## config.mk

```make
export PLATFORM = sky130hd
export DESIGN_NAME = bges_cfg
export DESIGN_NICKNAME = d
export VERILOG_FILES = /design/src/hw/rtl/body_gravity_euler_step_assert.svh /design/src/hw/rtl/bges_pkg.sv /design/src/hw/rtl/bges_cfg.sv
export SDC_FILE = /design/constraint.sdc
export NUM_CORES = 1
export LEC_CHECK = 0
export BUFFER_PORTS_ARGS = -buffer_cell sky130_fd_sc_hd__buf_2
export CAP_MARGIN = 20
export CORE_UTILIZATION = 50
export DETAILED_ROUTE_END_ITERATION = 7
export PLACE_DENSITY = 0.81
export SLEW_MARGIN = 20
export SYNTH_ARGS = -nofsm -noshare
export SYNTH_HDL_FRONTEND = slang
export SYNTH_SLANG_ARGS = --single-unit
export TNS_END_PERCENT = 1
```

## constraint.sdc

```tcl
create_clock -name clk -period 3.4 [get_ports clk]
set_clock_uncertainty 0.1 [all_clocks]
set_input_delay 0.85 -clock clk [delete_from_list [all_inputs] [get_ports clk]]
set_output_delay 0.85 -clock clk [all_outputs]
set_load 0.02 [all_outputs]
```

## src/hw/rtl/body_gravity_euler_step_assert.svh

```systemverilog
// Assertion macros for the body gravity integrator RTL.
// Each macro expects signals named clk and rst_n in the using scope.
`ifndef BODY_GRAVITY_EULER_STEP_ASSERT_SVH
`define BODY_GRAVITY_EULER_STEP_ASSERT_SVH

// The condition must never hold while out of reset.
`define BGES_ASSERT_NEVER(lbl, cond) \
    lbl: assert property (@(posedge clk) disable iff (!rst_n) !(cond)) \
        else $error("bges: forbidden condition seen");

// When the antecedent holds, the consequent must hold in the next cycle.
`define BGES_ASSERT_NEXT(lbl, ante, cons) \
    lbl: assert property (@(posedge clk) disable iff (!rst_n) (ante) |=> (cons)) \
        else $error("bges: expected follow-up did not occur");

`endif

```

## src/hw/rtl/bges_pkg.sv

```systemverilog
// Shared types and constants for the body gravity integrator.
// No dependencies; used by body_gravity_euler_step, bges_cfg and the checker.
package bges_pkg;

    localparam logic [30:0] TIME_STEP_RESET = 31'd1092;

    typedef enum logic [2:0] {
        REG_UNI_X,
        REG_UNI_Y,
        REG_UNI_Z,
        REG_ATT_X,
        REG_ATT_Y,
        REG_ATT_Z,
        REG_STRENGTH,
        REG_TIME_STEP
    } reg_idx_t;

    typedef struct packed {
        logic signed [31:0] pos_x;
        logic signed [31:0] pos_y;
        logic signed [31:0] pos_z;
        logic signed [31:0] vel_x;
        logic signed [31:0] vel_y;
        logic signed [31:0] vel_z;
        logic signed [31:0] body_mass;
        logic               is_static;
    } body_t;

    typedef struct packed {
        logic signed [31:0] new_pos_x;
        logic signed [31:0] new_pos_y;
        logic signed [31:0] new_pos_z;
        logic signed [31:0] new_vel_x;
        logic signed [31:0] new_vel_y;
        logic signed [31:0] new_vel_z;
    } result_t;

    typedef struct packed {
        logic [2:0][31:0] uni;
        logic [2:0][31:0] att;
        logic [31:0]      strength;
        logic [30:0]      time_step;
    } cfg_t;

    // Kinematic state carried alongside the distance and division units.
    typedef struct packed {
        logic [2:0][31:0] pos;
        logic [2:0][31:0] vel;
        logic             is_static;
    } kin_t;

    typedef struct packed {
        kin_t             kin;
        logic             accel_on;
        logic [2:0]       neg;
        logic [2:0][63:0] num;
    } sq_side_t;

    typedef struct packed {
        kin_t       kin;
        logic       accel_on;
        logic       near_ok;
        logic [2:0] neg;
    } div_side_t;

endpackage

```

## src/hw/rtl/bges_cfg.sv

```systemverilog
// APB register file holding the gravity laws and the time step.
// Depends on bges_pkg for the register codes and the cfg_t bundle.
module bges_cfg (
    input  logic              clk,
    input  logic              rst_n,
    input  logic              psel,
    input  logic              penable,
    input  logic              pwrite,
    input  logic [4:0]        paddr,
    input  logic [31:0]       pwdata,
    output logic [31:0]       prdata,
    output logic              pready,
    output bges_pkg::cfg_t    cfg
);

    bges_pkg::cfg_t   cfg_reg;
    bges_pkg::reg_idx_t idx;
    logic             wr_en;

    assign idx    = bges_pkg::reg_idx_t'(paddr[4:2]);
    assign wr_en  = psel && penable && pwrite;
    assign pready = 1'b1;
    assign cfg    = cfg_reg;

    always_ff @(posedge clk or negedge rst_n)
    begin
        if (!rst_n)
        begin
            cfg_reg.uni       <= '0;
            cfg_reg.att       <= '0;
            cfg_reg.strength  <= '0;
            cfg_reg.time_step <= bges_pkg::TIME_STEP_RESET;
        end
        else if (wr_en)
        begin
            case (idx)
                bges_pkg::REG_UNI_X:     cfg_reg.uni[0]    <= pwdata;
                bges_pkg::REG_UNI_Y:     cfg_reg.uni[1]    <= pwdata;
                bges_pkg::REG_UNI_Z:     cfg_reg.uni[2]    <= pwdata;
                bges_pkg::REG_ATT_X:     cfg_reg.att[0]    <= pwdata;
                bges_pkg::REG_ATT_Y:     cfg_reg.att[1]    <= pwdata;
                bges_pkg::REG_ATT_Z:     cfg_reg.att[2]    <= pwdata;
                bges_pkg::REG_STRENGTH:  cfg_reg.strength  <= pwdata;
                bges_pkg::REG_TIME_STEP: cfg_reg.time_step <= pwdata[30:0];
                default:                 cfg_reg.strength  <= cfg_reg.strength;
            endcase
        end
    end

    always_comb
    begin
        case (idx)
            bges_pkg::REG_UNI_X:     prdata = cfg_reg.uni[0];
            bges_pkg::REG_UNI_Y:     prdata = cfg_reg.uni[1];
            bges_pkg::REG_UNI_Z:     prdata = cfg_reg.uni[2];
            bges_pkg::REG_ATT_X:     prdata = cfg_reg.att[0];
            bges_pkg::REG_ATT_Y:     prdata = cfg_reg.att[1];
            bges_pkg::REG_ATT_Z:     prdata = cfg_reg.att[2];
            bges_pkg::REG_STRENGTH:  prdata = cfg_reg.strength;
            bges_pkg::REG_TIME_STEP: prdata = {1'b0, cfg_reg.time_step};
            default:                 prdata = '0;
        endcase
    end

endmodule

```

==> metrics.txt <==
status finished, final reports clean; Vias/cell 5.733; RePlAce Congestion 0.8470; wire length per cell 22.12 um; Overall Power 10.07 mW; share of post-route cells with drive strength above 1 0.5339; yosys warns 0; Die Y 155.2 um; number of flip-flops in the largest register 255; H-Tree Level Count 1; Reg2Reg Setup Slack 2.45 ns; Final Setup Violations 0; die area 0.02409 sq mm; post-synthesis net count 953; row count 55; most frequent CP cell buf_4; PortBufs 326; post-synthesis sequential area ratio 0.5441; setup TNS 0 ns; final std cells w/o fill 1582; RSZ-0062 raised after global routing no; hold_buf cts 0; Worst setup startpoint paddr[3]; PwrDens 674.3 mW/mm^2; Worst-Margin Slew 0.5576 ns; commonest non-fill, non-tap cell in the layout buf_2; largest net degree at the start of global routing 76; Die X-Extent 155.2 um; placed cells 1531; CTS-repair resized insts 0; Worst Path Required 2.45 ns; vias in the first global route 9190; flops & latches, synth 255; Worst EP arrival 2.30 ns; reg2reg start cfg[150]$_DFFE_PN0P_; number of flops mapped to enable cells by yosys 0; most frequent cells in the layout buf_2 (322), dfrtp_1 (252), mux2_2 (245); CP max FO 22; Mapped Cells 911; via count 9070; deepest clock path buffer count 3; largest stage delay on the critical path 0.32 ns; Max Clk Rate 307.7 MHz; Initial Util 0.5136; worst hold slack 0.1378 ns; Post-CTS Repair Setup Buffers 0; Routed WL 34990 um; Mapped Area 0.01174 sq mm; post-route cell area 0.01493 sq mm; Netlist cell types 38; TritonCTS Sinks 255; Top delay family on crit path buffers and inverters; placed cell area 0.01397 sq mm; hold crit path type input pin to async pin; Final nets 1289; Mean Syn Cell Area 12.88 sq um; Iter 0 DRT Violations 565; crit path cell chain buf_4 -> buf_12 -> buf_4 -> mux2i_1 -> o21ai_0 -> nand2_1 -> a21oi_1 -> buf_2; num ports 330; Core ar. 0.02285 sq mm; fin crit period 3.250 ns; Final Hold Fails 0; worst flop-to-flop path endpoint cfg[150]$_DFFE_PN0P_; total global-route track usage 0.2917; Buf/Inv on CP 4; Final period util 0.9558; startpoint class of the critical path input pin; GRT Residual Overflow 0; Worst-Skew Late Latency 0.53 ns; Final WS setup 0.1504 ns; CTS tree done; Setup WS pre-CTS 0.1790 ns; WP depth 8; first-pass GRT wire length 53840 um; Rel. slew slack 0.6283; Reg clk slew, reported paths 0.06 ns; drt pass-1 iters 7; post-route ant nets 0; Num CTS Buffers 27; post-layout util 0.6536; ys flop type dfrtp_1; Max Cap Violations 0; Post-DP HPWL 22790 um; R2R depth 1; FFs w/ async S/R, synth 1.000; CP endpoint kind primary output; Final Slew Violations 0; Crit Path Category input pin to primary output; slowest stage cell, crit path buf_4; DRC 0; initial antenna violation count 1; P_leak 7.442 nW; CTS Root Cell clkbuf_16; peak supply drop 0.4800 mV; Area Growth Syn to Fin 27.25%
[kinds of logic after synthesis]
| logic type | share of synthesized area |
|---|---|
| buf+inv | 0.03135 |
| compound gates | 0.06674 |
| other cells | 0.0003196 |
| flops | 0.5441 |
| mux | 0.2941 |
| simple gates | 0.06344 |
[power breakdown]
part	total [mW]	switching (mW)	internal, mW
registers	4.11	0.467	3.64
logic	2.77	1.68	1.09
clock network	3.19	1.21	1.98
[routing by layer]
metal	up-vias	share of wire	global-route usage
li1	3965	-	-
met3	100	0.060	0.04624
met1	4605	0.40	0.3781
met2	400	0.50	0.4805
met4	0	0.043	0.1419
met5	-	0	0
[worst max path at each step]
stage	to
3_5_place_dp	prdata[19]
4_1_cts	prdata[24]
2_1_floorplan	prdata[10]
6_report	prdata[24]
3_3_place_gp	prdata[2]
5_1_grt	prdata[10]
[cell type report]
| type | count | area [sq um] |
|---|---|---|
| antenna | 1 | 2.502 |
| clock buffer | 36 | 739.5 |
| clock inverter | 14 | 224.0 |
| fill | 1736 | 7914 |
| inverter | 5 | 18.77 |
| multi-input combinational | 586 | 5027 |
| sequential | 255 | 6385 |
| tap | 313 | 391.6 |
| timing repair buffer | 372 | 2145 |
[Yosys cell counts, drive strengths merged, types with 2 or more instances]
cell | n | area share
a211oi | 25 | 0.016
o22ai | 4 | 0.0021
a31oi | 2 | 0.0011
nand2 | 33 | 0.011
o21ai | 27 | 0.012
inv | 5 | 0.0016
a21oi | 57 | 0.024
nor2b | 3 | 0.0016
nor3b | 23 | 0.015
a22o | 5 | 0.0037
buf | 51 | 0.025
dfrtp | 252 | 0.54
nor2 | 44 | 0.015
o22a | 4 | 0.0030
dfstp | 3 | 0.0067
nand2b | 10 | 0.0053
a221oi | 4 | 0.0030
nor3 | 2 | 0.0022
mux2i | 59 | 0.050
clkbuf | 14 | 0.0048
nand3 | 23 | 0.0098
mux2 | 252 | 0.24
No activity file was read; power rests on OpenSTA's default activity.
